`src/design/ftfa_pkg.sv`:
```
// ---------------------------------------------------------------------------
// Five-tuple flow accounting: shared package
// Table size, field widths, protocol codes, the transaction structs and the
// structs that run between the top level and the row of flow cells.
// ---------------------------------------------------------------------------
`default_nettype none

package ftfa_pkg;

  // Table size (1 .. 64 entries, as flow_slot is SLOT_W bits) and the width of an entry number
  localparam int FLOW_ENTRIES = 64;
  localparam int IDX_W        = (FLOW_ENTRIES > 1) ? $clog2(FLOW_ENTRIES) : 1;

  // Field widths
  localparam int ADDR_W  = 32;
  localparam int PORT_W  = 16;
  localparam int PROTO_W = 2;
  localparam int LEN_W   = 16;
  localparam int TIME_W  = 32;
  localparam int SLOT_W  = 6;
  localparam int PKT_W   = 32;
  localparam int BYTE_W  = 40;

  // Protocol classes
  localparam logic [PROTO_W-1:0] PROTO_TCP   = 2'd0;
  localparam logic [PROTO_W-1:0] PROTO_UDP   = 2'd1;
  localparam logic [PROTO_W-1:0] PROTO_ICMP  = 2'd2;
  localparam logic [PROTO_W-1:0] PROTO_OTHER = 2'd3;

  // Input transaction
  typedef struct packed {
    logic [ADDR_W-1:0]  source_address;
    logic [ADDR_W-1:0]  destination_address;
    logic [PORT_W-1:0]  source_port;
    logic [PORT_W-1:0]  destination_port;
    logic [PROTO_W-1:0] protocol_class;
    logic [LEN_W-1:0]   packet_length;
    logic [TIME_W-1:0]  arrival_time;
  } item_t;

  // Result transaction
  typedef struct packed {
    logic [SLOT_W-1:0] flow_slot;
    logic              flow_created;
    logic              table_full;
    logic [PKT_W-1:0]  flow_packets;
    logic [BYTE_W-1:0] flow_bytes;
    logic [TIME_W-1:0] flow_first_time;
  } result_t;

  // Lookup key; ports packed source high, destination low
  typedef struct packed {
    logic [ADDR_W-1:0]   source_address;
    logic [ADDR_W-1:0]   destination_address;
    logic [2*PORT_W-1:0] ports;
    logic [PROTO_W-1:0]  protocol;
  } key_t;

  // Sequencing towards every cell
  typedef struct packed {
    logic compare;   // latch this cell's match bit
    logic update;    // write the cell (hit update or fill)
    logic any_hit;   // some cell in the row matched
  } cell_ctrl_t;

  // Status of one cell
  typedef struct packed {
    logic valid;
    logic match;
    logic free;      // lowest empty cell in the row
  } cell_stat_t;

  // Updated counters of a matching cell, zero elsewhere
  typedef struct packed {
    logic [PKT_W-1:0]  packets;
    logic [BYTE_W-1:0] bytes;
    logic [TIME_W-1:0] first_time;
  } cell_data_t;

endpackage

`default_nettype wire

```
`src/design/ftfa_cell.sv`:
```
// ---------------------------------------------------------------------------
// Five-tuple flow accounting: flow cell
// Holds one table entry, compares it with the broadcast key, updates its
// saturating counters on a hit and fills itself on a miss when it is the
// lowest empty cell. Its valid bit goes on to the next cell in the row.
// ---------------------------------------------------------------------------
`default_nettype none

module ftfa_cell
  import ftfa_pkg::*;
(
  input  wire logic              clk,
  input  wire logic              rst,
  input  wire cell_ctrl_t        ctrl,
  input  wire key_t              key,
  input  wire logic [LEN_W-1:0]  len,
  input  wire logic [TIME_W-1:0] now,
  input  wire logic              prev_valid,
  output cell_stat_t             stat,
  output cell_data_t             data
);

  logic              valid;
  logic              match;
  key_t              entry_key;
  logic [PKT_W-1:0]  pkt_tally;
  logic [BYTE_W-1:0] byte_tally;
  logic [TIME_W-1:0] first_time;

  logic              free;
  logic [PKT_W-1:0]  pkt_tally_next;
  logic [BYTE_W:0]   byte_sum;
  logic [BYTE_W-1:0] byte_tally_next;

  // Entries fill from the bottom up, so the lowest empty cell is the one
  // whose lower neighbour is occupied
  assign free = !valid && prev_valid;

  // Saturating counter updates
  always_comb begin
    pkt_tally_next  = (pkt_tally == '1) ? pkt_tally : pkt_tally + PKT_W'(1);
    byte_sum        = {1'b0, byte_tally} + (BYTE_W + 1)'(len);
    byte_tally_next = byte_sum[BYTE_W] ? '1 : byte_sum[BYTE_W-1:0];
  end

  // Control: valid and match bits
  always_ff @(posedge clk) begin
    if (rst) begin
      valid <= 1'b0;
      match <= 1'b0;
    end else begin
      if (ctrl.compare) begin
        match <= valid && (entry_key == key);
      end else if (ctrl.update) begin
        match <= 1'b0;
      end
      if (ctrl.update && !ctrl.any_hit && free) begin
        valid <= 1'b1;
      end
    end
  end

  // Entry contents; the last-seen time is not kept since nothing reads it
  always_ff @(posedge clk) begin
    if (ctrl.update) begin
      if (match) begin
        pkt_tally  <= pkt_tally_next;
        byte_tally <= byte_tally_next;
      end else if (!ctrl.any_hit && free) begin
        entry_key  <= key;
        pkt_tally  <= PKT_W'(1);
        byte_tally <= BYTE_W'(len);
        first_time <= now;
      end
    end
  end

  assign stat.valid = valid;
  assign stat.match = match;
  assign stat.free  = free;

  // Readout, masked so the row can be OR-combined
  assign data.packets    = match ? pkt_tally_next  : '0;
  assign data.bytes      = match ? byte_tally_next : '0;
  assign data.first_time = match ? first_time      : '0;

endmodule

`default_nettype wire

```
`config.mk`:
```
export PLATFORM = sky130hd
export DESIGN_NAME = ftfa_cell
export DESIGN_NICKNAME = d
export VERILOG_FILES = /design/src/design/ftfa_pkg.sv /design/src/design/ftfa_cell.sv
export SDC_FILE = /design/constraint.sdc
export NUM_CORES = 1
export LEC_CHECK = 0
export BUFFER_PORTS_ARGS = -buffer_cell sky130_fd_sc_hd__buf_4
export CAP_MARGIN = 15
export CORE_ASPECT_RATIO = 0.6
export CORE_MARGIN = 5
export CORE_UTILIZATION = 35
export CTS_CLUSTER_DIAMETER = 60
export CTS_CLUSTER_SIZE = 40
export DETAILED_ROUTE_END_ITERATION = 8
export GPL_TIMING_DRIVEN = 0
export HOLD_SLACK_MARGIN = 0.05
export MAX_ROUTING_LAYER = met4
export PLACE_DENSITY = 0.58
export SYNTH_ARGS = -nofsm -noshare
export SYNTH_HDL_FRONTEND = slang
export SYNTH_SLANG_ARGS = --single-unit
```
`constraint.sdc`:
```
create_clock -name clk -period 10.6 [get_ports clk]
set_input_delay 2.65 -clock clk [delete_from_list [all_inputs] [get_ports clk]]
set_output_delay 2.65 -clock clk [all_outputs]
set_load 0.05 [all_outputs]
```
# Word level (Yosys, flattened, before mapping)
# Index checks and enable logic that the tools add are counted.
# W data, S select, Z words.
# totals
word_cells	36
reg_bits	204
# op_classes
bitwise	1
eq_ne	2
reduce_logical	11
addsub	2
n_mux	11
# ops
cell	n
$mux W32	5
$mux W40	4
$eq A98 B98 Y1	1
$add A40 B16 Y41	1
$add A32 B1 Y32 const B	1
$eq A32 B32 Y1 const B	1
$logic_and A1 B1 Y1	5
$reduce_bool A2 Y1	2
$reduce_and A3 Y1	1
$logic_not A1 Y1	2
$mux W1	2
$reduce_and A2 Y1	1
$not A1 Y1	1

# Depth between registers and ports, before layout
# Gate-level depths: netlist (run 1).
# depth
ltp_word	5
depth_mapped	10
depth_no_buf	9

# Worst setup path before layout (run 1)
# No wires, ideal clock.
# synth_timing
path_kind	input-to-reg
start	in prev_valid
end	reg byte_tally[0] (enable)
n_path_buf	0
setup_ns	0.613
setup_slack_ns	1.866
cell_stages	3
t_required_ns	9.987
arrival_time_ns	8.121
path_cell_list	nor2b_1 nand2_1 a21boi_0
# synth_via
elab_chain_cells	4
# synth_rtl
element	line_no	source
from (decl)	ftfa_cell.sv:18	input wire logic prev_valid,
$logic_and A1 B1 Y1	ftfa_cell.sv:37	assign free = !valid && prev_valid;
$logic_and A1 B1 Y1	ftfa_cell.sv:69	end else if (!ctrl.any_hit && free) begin
$reduce_bool A2 Y1 (no line)	n/a	
$reduce_and A2 Y1 (no line)	n/a	
to (signal assigned)	ftfa_cell.sv:68	byte_tally <= byte_tally_next;
to (signal assigned)	ftfa_cell.sv:72	byte_tally <= BYTE_W'(len);
to (decl)	ftfa_cell.sv:27	logic [BYTE_W-1:0] byte_tally;
# No other way between the ends.
# A chain may end at the register's enable or synchronous reset.

==> results of run 1 <==
## worst max path at each step
stage	to	slack (ns)	startpoint
2_1_floorplan	byte_tally[0]	1.87	prev_valid
3_3_place_gp	pkt_tally[11]	-1.54	prev_valid
3_5_place_dp	data[65]	2.22	len[0]
4_1_cts	data[65]	2.20	len[0]
5_1_grt	data[51]	1.96	len[0]
6_report	data[62]	2.17	len[0]
## cells by family after synthesis
logic type | count (synthesis) | share of synthesized area
buffers and inverters | 90 | 0.0341
flip-flops | 204 | 0.583
AO/OA/AOI/OAI | 187 | 0.118
XOR/XNOR | 103 | 0.0861
adder cells (fa/ha/maj) | 18 | 0.0222
AND/OR/NAND/NOR | 312 | 0.151
multiplexers | 7 | 0.00669
## layout make-up
cell class,count,area (µm²),share of cell area
clock inverters,9,119,0.00872
multi-input cells,627,4030,0.296
clock buffers,19,433,0.0318
plain buffers,33,144,0.0106
flip-flops and latches,204,6110,0.448
inverters,57,214,0.0157
repair buffers,263,2070,0.152
well taps,408,510,0.0374
diodes,4,10.0,0.000734
## layer usage
layer  GRT usage  vias to the layer above  part of all wire
li1            -                     3972                 -
met1       0.263                     3876              0.48
met2       0.257                      260              0.42
met3      0.0438                       32             0.078
met4      0.0395                        0             0.019
met5           -                        -                 0
## power groups by stage
stage / clock [mW] / combinational, mW / sequential (mW)
after floorplan: 0 / 0.0818 / 0.939
after global placement: 0 / 0.156 / 0.944
after detailed placement: 0 / 0.163 / 0.937
after CTS: 0.684 / 0.164 / 0.919
after global routing: 0.714 / 0.180 / 0.921
final: 0.662 / 0.163 / 0.919
## state kept, by name (all words and copies together), names as in the netlist
name        cells
pkt_tally      32
match           1
valid           1
byte_tally     40
first_time     32
entry_key      98
## synthesized netlist by cell type (5+ instances only)
cell       number  area, µm²
edfxtp_1      202       6070
nor2_1        110        413
a21oi_1        72        360
inv_1          56        210
xnor2_1        56        490
xor2_1         47        412
nand2_1        35        131
and2_1         34        213
nand3_1        26        130
clkbuf_1       25       93.8
nor3_1         21        105
nor4_1         21        131
ha_1           17        213
nand4_1        16        100
o22ai_1        15       93.8
o21ai_0        14       70.1
and3_1         12       75.1
a221oi_1       11       96.3
o2bb2ai_1      10       87.6
o21a_1          8       60.1
or3_1           8       50.1
a211oi_1        7       52.6
a21o_1          7       52.6
mux2i_1         7       70.1
a22o_1          6       52.6
a31oi_1         6       37.5
nor2b_1         6       37.5
and4_1          5       43.8
## worst max-delay path, cell delays in order
cell	delay [ns]
buf_4	0.12
ha_1	0.22
fa_1	0.42
a211oi_1	0.29
o21a_1	0.29
a211oi_2	0.16
a2111oi_2	0.54
or3b_1	0.19
clkbuf_1	0.26
buf_2	0.27
a21oi_1	0.13
buf_4	0.24
## per-stage QoR
step | setup WS, ns | cell area (µm²)
6_report | 2.17 | 13600
5_1_grt | 1.96 | 13600
4_1_cts | 2.20 | 13600
3_5_place_dp | 2.22 | 13100
3_3_place_gp | -1.54 | 12900
2_1_floorplan | 1.87 | 10500
==> summary by stage, run 1 <==
Status
The run finished with clean final reports.

Layout
The count of cells in the finished layout, fillers not included, comes to between 1500 and 2000. In the layout the commonest cells are 262 x buf_4, 202 x edfxtp_1, 110 x nor2_1, 72 x a21oi_1. Leaving out fill and tap cells, the most frequent cell in the layout is buf_4. The final net count is between 1000 and 1500. The area growth from synthesis to final layout is 30.1%. The layout filler cell count is 2832. The utilization of the core after routing is 0.459.

The proportion of layout cells with a drive suffix above 1 is 0.253.

Die
The I/O pin count is roughly 260. The core area is ~0.03 mm². The count of standard-cell rows is 49.

The floorplan step set the die height to around 140 µm. The overall die area is 0.0336 mm². The initial core utilization is 0.352. The die outline width is 233 µm.

Hold path
The classification of the worst-slack hold path is register to register. The hold path startpoint is valid. The worst hold path endpoint is valid. The number of cells on the worst hold path is 2.

Worst setup path
The cell depth of the worst flop-to-flop path is 10. The worst setup path is launched from an input port. The beginning of the worst register-to-register path is byte_tally[0]. By startpoint and endpoint, the worst setup path is classified as input port to output port. Data on the critical path is required at its endpoint by 7.95 ns. Data on the critical path arrives at its endpoint at 5.78 ns. The sort of element at the end of the critical path is an output port. The worst register-to-register path has a setup slack of 7.16 ns. The largest fanout on the critical path is 10. In this run the critical register-to-register path is captured at byte_tally[15].

Drt
In the final routed layout, each cell accounts on average for 19.1 µm. The count of antenna-violating nets left after detailed routing is 0. The detailed-route vias per instance is 5.01. The aggregate routed wire length is 31000 µm. The first-iteration detailed-routing DRC count is 556. The first TritonRoute pass finished after 5 iterations. The remaining routing DRC violations is 0. The routed layout has 8140 vias.

Clock network
The clock root buffer is clkbuf_16. Once the clock tree was built, the resizer swapped 0 gates to a different size. The clock reaches the later pin of the worst-skew pair after 0.50 ns. CTS built an H-tree with a depth of 1. In this run, CTS created clock tree buffers numbering 16. The clock slew seen by the registers of the worst setup and hold paths is roughly 0.080 ns. The clock tree from TritonCTS is done. In this run the post-CTS setup repair buffer count came out at 0. After clock tree synthesis, the flow added hold-fix buffers numbering 0. The tree built by TritonCTS fans out to 204 sinks.

No sink is reached through more buffers than the 3 on the longest clock path.

Synthesis
The count of yosys warnings during synthesis is 0. The number of enable flip-flop cells after synthesis is 202. Of the synthesized area, sequential elements account for 0.583. The mapped netlist covers 0.0105 mm².

Counting flops and latches in the post-synthesis netlist gives 204. In the synthesized netlist the dominant register cell turns out to be edfxtp_1. The mean post-synth cell area is 11.4 µm².

The number of nets produced by synthesis is approximately 1100. Counting flops with an async set or reset pin after synthesis yields a share of 0. The post-synthesis cell type count is 60.

In the synthesized netlist, the number of instances is 921.

Placed design
The global placer's final weighted congestion is about 0.87. The number of input and output port buffers inserted is between 200 and 300. Once placement completed, the tool counted placed cells totaling approximately 1600. The placed wire-length estimate is approximately 24000 µm.

STA
The final worst hold slack is ~0.57 ns. Dividing the final minimum period by the clock period gives 0.796. The total setup violations reported at the end of the flow is 0. The final hold violation count is 0.

The clock period minus worst slack is approximately 8.4 ns. Across the routed clock network, the largest skew measured is 0.0167 ns. In this run the tightest slew margin relative to its limit is 0.315.

Setup total negative slack on the finished layout was measured at 0 ns. Setup repair after global routing left no endpoint under its margin. The max-slew violation count came to 0. The pin slew with the least headroom to its limit is 1.03 ns. For this run, the top clock speed supported by timing is 119 MHz.

Power
The clock group share of total power is 0.380. For this design the total switching power over the nets is 423 µW. For this design the ratio of total power to cell area is 128 mW/mm². The maximum vdd ir drop is 95.1 µV. The part of the total power dissipated in combinational logic is 0.094. The analysis attributes to cell leakage a power of 5.23 nW. The internal portion of the total power is 1.32 mW.

The switching share of power is 0.242. After layout, the design draws a total of 1.74 mW. The share of total power in sequential cells is 0.527.

Global route
The largest net degree at the start of global routing is 68. The wire length of the first global-routing pass is 45600 µm. The total overflow left after global routing is 0. The total track usage is 0.181.

The initial antenna violation count is 4. The number of global-route vias before repair came to 7720.

Run
The number of max-capacitance violations reported is 0.
No activity file was read; power rests on OpenSTA's default activity.
==> inputs of run 2 (changes only) <==
PLACE_DENSITY = 0.6   (was 0.58)
clock period = 7.2 ns   (was 10.6 ns; I/O delays follow)
==> run 2 against run 1 <==
Clock skew up 0.0014 ns; combinational power up 47%; count of clock-buffer cells in the layout unchanged; sequential power up 47%; clock power up 40%; global-route usage about the same; register-to-register slack worse by 3.4 ns; via count about the same; first-iteration DRC count up 15%; largest power group unchanged.
==> summary by stage, run 2 (synthesis gave the netlist of run 1 again) <==
Status
The run finished with clean final reports.

Placed design
The global placer's final weighted congestion is between 0.8 and 0.9. OpenSTA, run right after detailed placement, puts the worst setup slack at just over 0.5 ns. Counting tap cells, the placed design contains a total of about 1600 instances.

After legalization and detailed placement, the total HPWL measured 24000 µm. In this run the tool buffered the top-level ports with 258 buffer cells.

Worst setup path
The class of the most critical setup path is input port to output port. STA classifies the critical path endpoint as an output port. Of all nets on the critical path, the largest fanout is 10. The required time of the critical path is 5.40 ns. The element type at the critical path start is an input port. The data arrival at the endpoint of the critical path is 4.93 ns.

Clock network
The worst-case clock buffer depth is 3. The number of sinks driven by the clock tree is just over 200. The total of hold buffers inserted after clock tree synthesis is 0. In this run the number of H-tree levels came out at 1. The CTS buffer count is 16. After clock tree synthesis, the clock-pin slew on the worst setup and hold paths is ~0.090 ns. The clock latency at the later pin of the worst-skew pair is 0.50 ns. The number of resized instances in the post-cts repair step is 0.

The number of post-CTS setup repair buffers is 0. The clock root buffer is clkbuf_16. The clock tree from TritonCTS is done.

Hold path
The classification of the worst-slack hold path is register to register.

STA
Setup repair after global routing left no endpoint under its margin. In this run the tightest slew margin relative to its limit is 0.384. The portion of the clock cycle consumed by the worst path in the final layout is 0.935. The max-slew violation count was 0. After layout, the minimum clock period comes to 6.73 ns. The pin slew with the least headroom to its limit is 0.925 ns. The total setup violations reported at the end of the flow is 0.

The worst clock skew is 0.0181 ns. The final hold violation count is 0. For this run, the top clock speed supported by timing is 149 MHz. Once routing completed, OpenROAD measured the worst setup slack at approximately 0.47 ns.

Global route
The initial antenna violation count is 1. The wire length of the first global-routing pass is 45600 µm. The number of global-route vias before repair came to 7743. The total track usage is 0.181. Entering global routing, the biggest net connects 67 pins. The total grt overflow is 0.

Layout
The flip-flop count of the largest register, all copies and words added is 98. The register containing the most flip-flops in the final layout is entry_key. In the layout the commonest cells are 262 x buf_4, 202 x edfxtp_1, 110 x nor2_1, 72 x a21oi_1. Once layout is complete, the cells apart from fillers number 1620. Compared with the post-synthesis result, the final layout area differs by 29.5%. The proportion of layout cells with a drive suffix above 1 is 0.253.

The final layout contains 1371 nets. The most common cell after layout, fill and taps aside is buf_4. The largest registers in the layout are entry_key (98), byte_tally (40).

Die
In this run the count of I/O pins placed on the die edge is 259. The initialized floorplan defines 49 standard-cell rows. The floorplan step defined a die boundary enclosing 0.0336 mm².

The initial core utilization is 0.352. In this run the standard cell core region covers approximately 0.03 mm². In this run the horizontal extent of the chip is 233 µm. The floorplan die height is roughly 140 µm.

Run
The number of max-capacitance violations reported is 0.

Drt
The count of nets left with antenna violations once routing finished came out at 0. The detailed router finished its first iteration with 637 violations. In the final routed layout, each cell accounts on average for 19.1 µm. In the routed design, unresolved DRC markers number 0. Using the TritonRoute via totals, the vias-per-cell ratio works out to 5.03. The aggregate routed wire length is 31000 µm.

The via count of the routed design is 8141. Before antenna repair, the detailed router went through 5 iterations.

Power
The total power divided by cell area is 186 mW/mm². The maximum vdd ir drop is 152 µV. The cell leakage power is 5.21 nW.
## run 2: cell types whose count changed in the layout (fill, tap and decap cells not counted), sizes merged
cell,before,now
bufinv,1,0
inv,59,60
diode,4,1
buf,271,270
## run 2: power breakdown
| group | leakage, nW | internal [mW] | switching, mW |
|---|---|---|---|
| Sequential | 1.88 | 1.34 | 0.0151 |
| Clock | 0.252 | 0.453 | 0.475 |
| Combinational | 3.07 | 0.116 | 0.123 |
## run 2: per-stage QoR
step	hold slack [ns]	util	area, µm²	TNS (ns)	total power [mW]
finish	0.598	0.456	13600	0	2.52
detailed placement	0.584	0.439	13000	0	1.62
global route	0.629	0.456	13600	0	2.63
floorplan	0.482	-	10500	0	1.50
global placement	0.564	0.435	12900	-73.44	1.62
CTS	0.604	0.456	13600	0	2.56
## run 2: path summary, 6_finish.rpt
| check | end | slack [ns] | depth (start not counted) | startpoint |
|---|---|---|---|---|
| worst max-delay path | data[65] | 0.47 | 12 | len[0] |
| worst min-delay path | valid | 0.60 | 2 | valid |
| worst max register to register | byte_tally[23] | 3.78 | 10 | byte_tally[0] |
| worst min register to register | valid | 0.60 | 2 | valid |
## run 2: layer usage
metal / GRT usage / wire, µm
met4: 0.0309 / 556
met2: 0.265 / 13400
met1: 0.263 / 14700
met3: 0.0406 / 2350
met5: - / 0
## run 2: final cells by class
type,instances,area (µm²)
sequential,204,6110
inverter,57,214
antenna,1,2.50
timing repair buffer,262,2040
clock inverter,9,91.3
tap,408,510
multi-input combinational,627,4030
buffer,33,144
clock buffer,19,433
fill,2822,16200
## run 2: critical path, cell delays in order
cell and delay (ns):
buf_4 0.12, ha_1 0.22, fa_1 0.43, a211oi_1 0.28, o21a_1 0.29, a211oi_2 0.16, a2111oi_2 0.55, or3b_1 0.19
clkbuf_1 0.25, buf_2 0.28, a21oi_1 0.13, buf_4 0.24
==> inputs of run 3 (changes only) <==
--- a/config.mk
+++ b/config.mk
@@ -16,5 +16,4 @@
 export GPL_TIMING_DRIVEN = 0
 export HOLD_SLACK_MARGIN = 0.05
-export MAX_ROUTING_LAYER = met4
 export PLACE_DENSITY = 0.6
 export SYNTH_ARGS = -nofsm -noshare
==> constraint.sdc (replaced) <==
create_clock -name clk -period 7.2 [get_ports clk]
set_input_delay 0.72 -clock clk [delete_from_list [all_inputs] [get_ports clk]]
set_output_delay 0.72 -clock clk [all_outputs]
set_load 0.05 [all_outputs]
==> run 3 against run 2 <==
Total power increased by 2.8%; final area up 0.36%; clock skew is 0.00062 ns lower; clock power rose by 8%; via count grew 0.50%; highest routed layer unchanged.
==> summary by stage, run 3 (synthesis gave the netlist of run 1 again) <==
Status
The run finished with clean final reports.

Worst setup path
The required time of the critical path is about 6.5 ns. The worst register-to-register path begins at byte_tally[0]. STA classifies the critical path startpoint as a register. The critical path is of the register to output port type. The cell depth of the worst flop-to-flop path is 10. The sort of element at the end of the critical path is an output port.

The endpoint identified for the worst register-to-register timing path is byte_tally[15]. The data arrival at the endpoint of the critical path is 3.91 ns. For flop-to-flop paths, the worst setup slack is 3.73 ns. The largest fanout on the critical path is 10.

Clock network
The tree is rooted in a clkbuf_16. TritonCTS built the clock tree. In this run, post-CTS hold repair placed 0 buffers.

The later pin in the worst-skew pair is clocked with a latency of 0.50 ns. The clock slew seen by the registers of the worst setup and hold paths is 0.09 ns. The clock passes through at most 3 buffers.

The number of post-CTS setup repair buffers is 0. The number of sinks driven by the clock tree is roughly 200. The number of resized instances in the post-cts repair step is 0. CTS built an H-tree with a depth of 1. The number of clock buffers added by TritonCTS is 16.

Drt
After detailed routing, the total wire length is 31000 µm. For this run, the detailed router's first-pass iteration total came to 5. The first routing iteration left 523 violations. The final route contains 8182 vias. The average detailed-routed wire length per instance is 19.1 µm. For this run, design rule violations remaining after detail routing come to 0. The count of antenna-violating nets left after detailed routing is 0.

The detailed-route vias per instance is 5.05.

STA
The sum of negative setup slack is 0 ns. The final hold violation count is 0. Clock skew on the completed layout was measured at around 0.017 ns.

The portion of the clock cycle consumed by the worst path in the final layout is 0.643. The pin slew with the least headroom to its limit is around 0.94 ns. The total setup violations reported at the end of the flow is 0. The clock period minus worst slack is between 4 and 5 ns. For this run, the top clock speed supported by timing is 216 MHz.

The relative slew slack is 0.372. Setup repair after global routing left no endpoint under its margin. The max-slew violation count is 0.

Global route
In this run the most used layer during global routing was met1. The met1 usage is 0.266. For this run, global-route usage on met2 was measured as 0.261. For met3 alone, demand over resource in global routing was 0.0447. Across every metal layer, demand over resource in global routing totals 0.176.

Entering global routing, the biggest net connects 68 pins. Global routing finished with a remaining overflow of 0. The first global-routing pass estimated 46100 µm of wire. The initial antenna violation count is 0. The number of global-route vias before repair is 7909.

Placed design
After legalization and detailed placement, the total HPWL measured ~24000 µm. The number of input and output port buffers inserted is about 260. The placed instances occupy a cell area of 0.0130 mm². The global placer's final weighted congestion is 0.862.

Layout
The flip-flop count of the largest register, all copies and words added is between 90 and 100. The register with the most flip-flops in the final layout is entry_key. In the final layout, the share of cells above drive strength 1 is 0.254. The library cell used most frequently in the layout, excluding fill and tap cells, is buf_4. The post-route cell area is 0.0136 mm². The top cell types in the final layout, fill and taps aside, are 262 x buf_4, 202 x edfxtp_1, 110 x nor2_1, 72 x a21oi_1. The layout filler cell count is between 2000 and 3000. The final net count is 1371. The largest registers in the layout are entry_key (98), byte_tally (40). The area growth from synthesis to final layout is 30.0%.

Die
The floorplan die height is approximately 140 µm. After floorplanning, the core was sized to cover 0.0297 mm². The overall die area is 0.0336 mm².

In this run the count of I/O pins placed on the die edge is 259. In this run the horizontal extent of the chip is 233 µm. The initial utilization of the core area, before any placement, comes to 0.352.

The count of standard-cell rows is 49.

Power
The share of total power dissipated in combinational logic is 0.092. Across the VDD grid, the largest voltage drop is 126 µV. The share of total power dissipated in the clock network is 0.386.

The switching component of the power is 615 µW. The share of total power in sequential cells is 0.522. The internal power of the cells is 1.98 mW. For this design the static power due to leakage is 5.23 nW. The total power divided by cell area is between 150 and 200 mW/mm².

Of the total power, the share spent switching nets is 0.237.

Hold path
The worst hold path endpoint is first_time[23]. The hold path startpoint is now[23]. The min-delay analysis places its worst path in the category input port to register. The number of cells on the worst hold path is 1.

Run
The tool flagged a number of max-cap violations equal to 0.
run 3: area by class of cell:
| class | count | area, µm² | share of cell area |
|---|---|---|---|
| Buffer | 33 | 144 | 0.0106 |
| Timing Repair Buffer | 262 | 2040 | 0.150 |
| Sequential cell | 204 | 6110 | 0.448 |
| Antenna cell | 1 | 2.50 | 0.000184 |
| Inverter | 57 | 214 | 0.0157 |
| Clock inverter | 10 | 148 | 0.0108 |
| Tap cell | 408 | 510 | 0.0375 |
| Multi-Input combinational cell | 627 | 4030 | 0.296 |
| Clock buffer | 17 | 425 | 0.0312 |
run 3: metal layers:
metal / up-vias / part of all wire
li1: 3965 / -
met1: 3929 / 0.49
met2: 261 / 0.42
met3: 27 / 0.073
met4: 0 / 0.014
met5: - / 0
run 3: worst max path at each step:
stage / slack (ns) / endpoint / startpoint
floorplan: 0.40 / byte_tally[0] / prev_valid
global placement: -3.09 / pkt_tally[7] / match
detailed placement: 2.65 / data[62] / len[0]
CTS: 2.59 / data[62] / byte_tally[0]
global route: 2.35 / data[62] / byte_tally[0]
finish: 2.57 / data[62] / byte_tally[0]
run 3: worst max-delay path: stages (launching register included):
cell	delay, ns
edfxtp_1	0.37
ha_1	0.22
fa_1	0.42
a211oi_1	0.28
o21a_1	0.30
a211oi_2	0.16
a2111oi_2	0.58
or3b_1	0.20
clkbuf_1	0.25
buf_2	0.27
a21oi_1	0.12
buf_4	0.24
run 3: through the flow:
step | util | setup slack [ns] | cells | hold slack (ns) | power (mW)
2_1_floorplan | - | 0.396 | 921 | 0.482 | 1.50
3_3_place_gp | 0.435 | -3.09 | 1587 | 0.566 | 1.62
3_5_place_dp | 0.439 | 2.65 | 1591 | 0.580 | 1.62
4_1_cts | 0.458 | 2.59 | 1618 | 0.362 | 2.63
5_1_grt | 0.458 | 2.35 | 1618 | 0.356 | 2.70
6_report | 0.458 | 2.57 | 1619 | 0.392 | 2.59
run 3: power by group through the flow:
stage / registers, mW / logic (mW) / clock network [mW]
3_5_place_dp: 1.38 / 0.239 / 0
6_report: 1.35 / 0.239 / 1.00
5_1_grt: 1.36 / 0.263 / 1.08
2_1_floorplan: 1.38 / 0.120 / 0
3_3_place_gp: 1.39 / 0.228 / 0
4_1_cts: 1.35 / 0.240 / 1.04
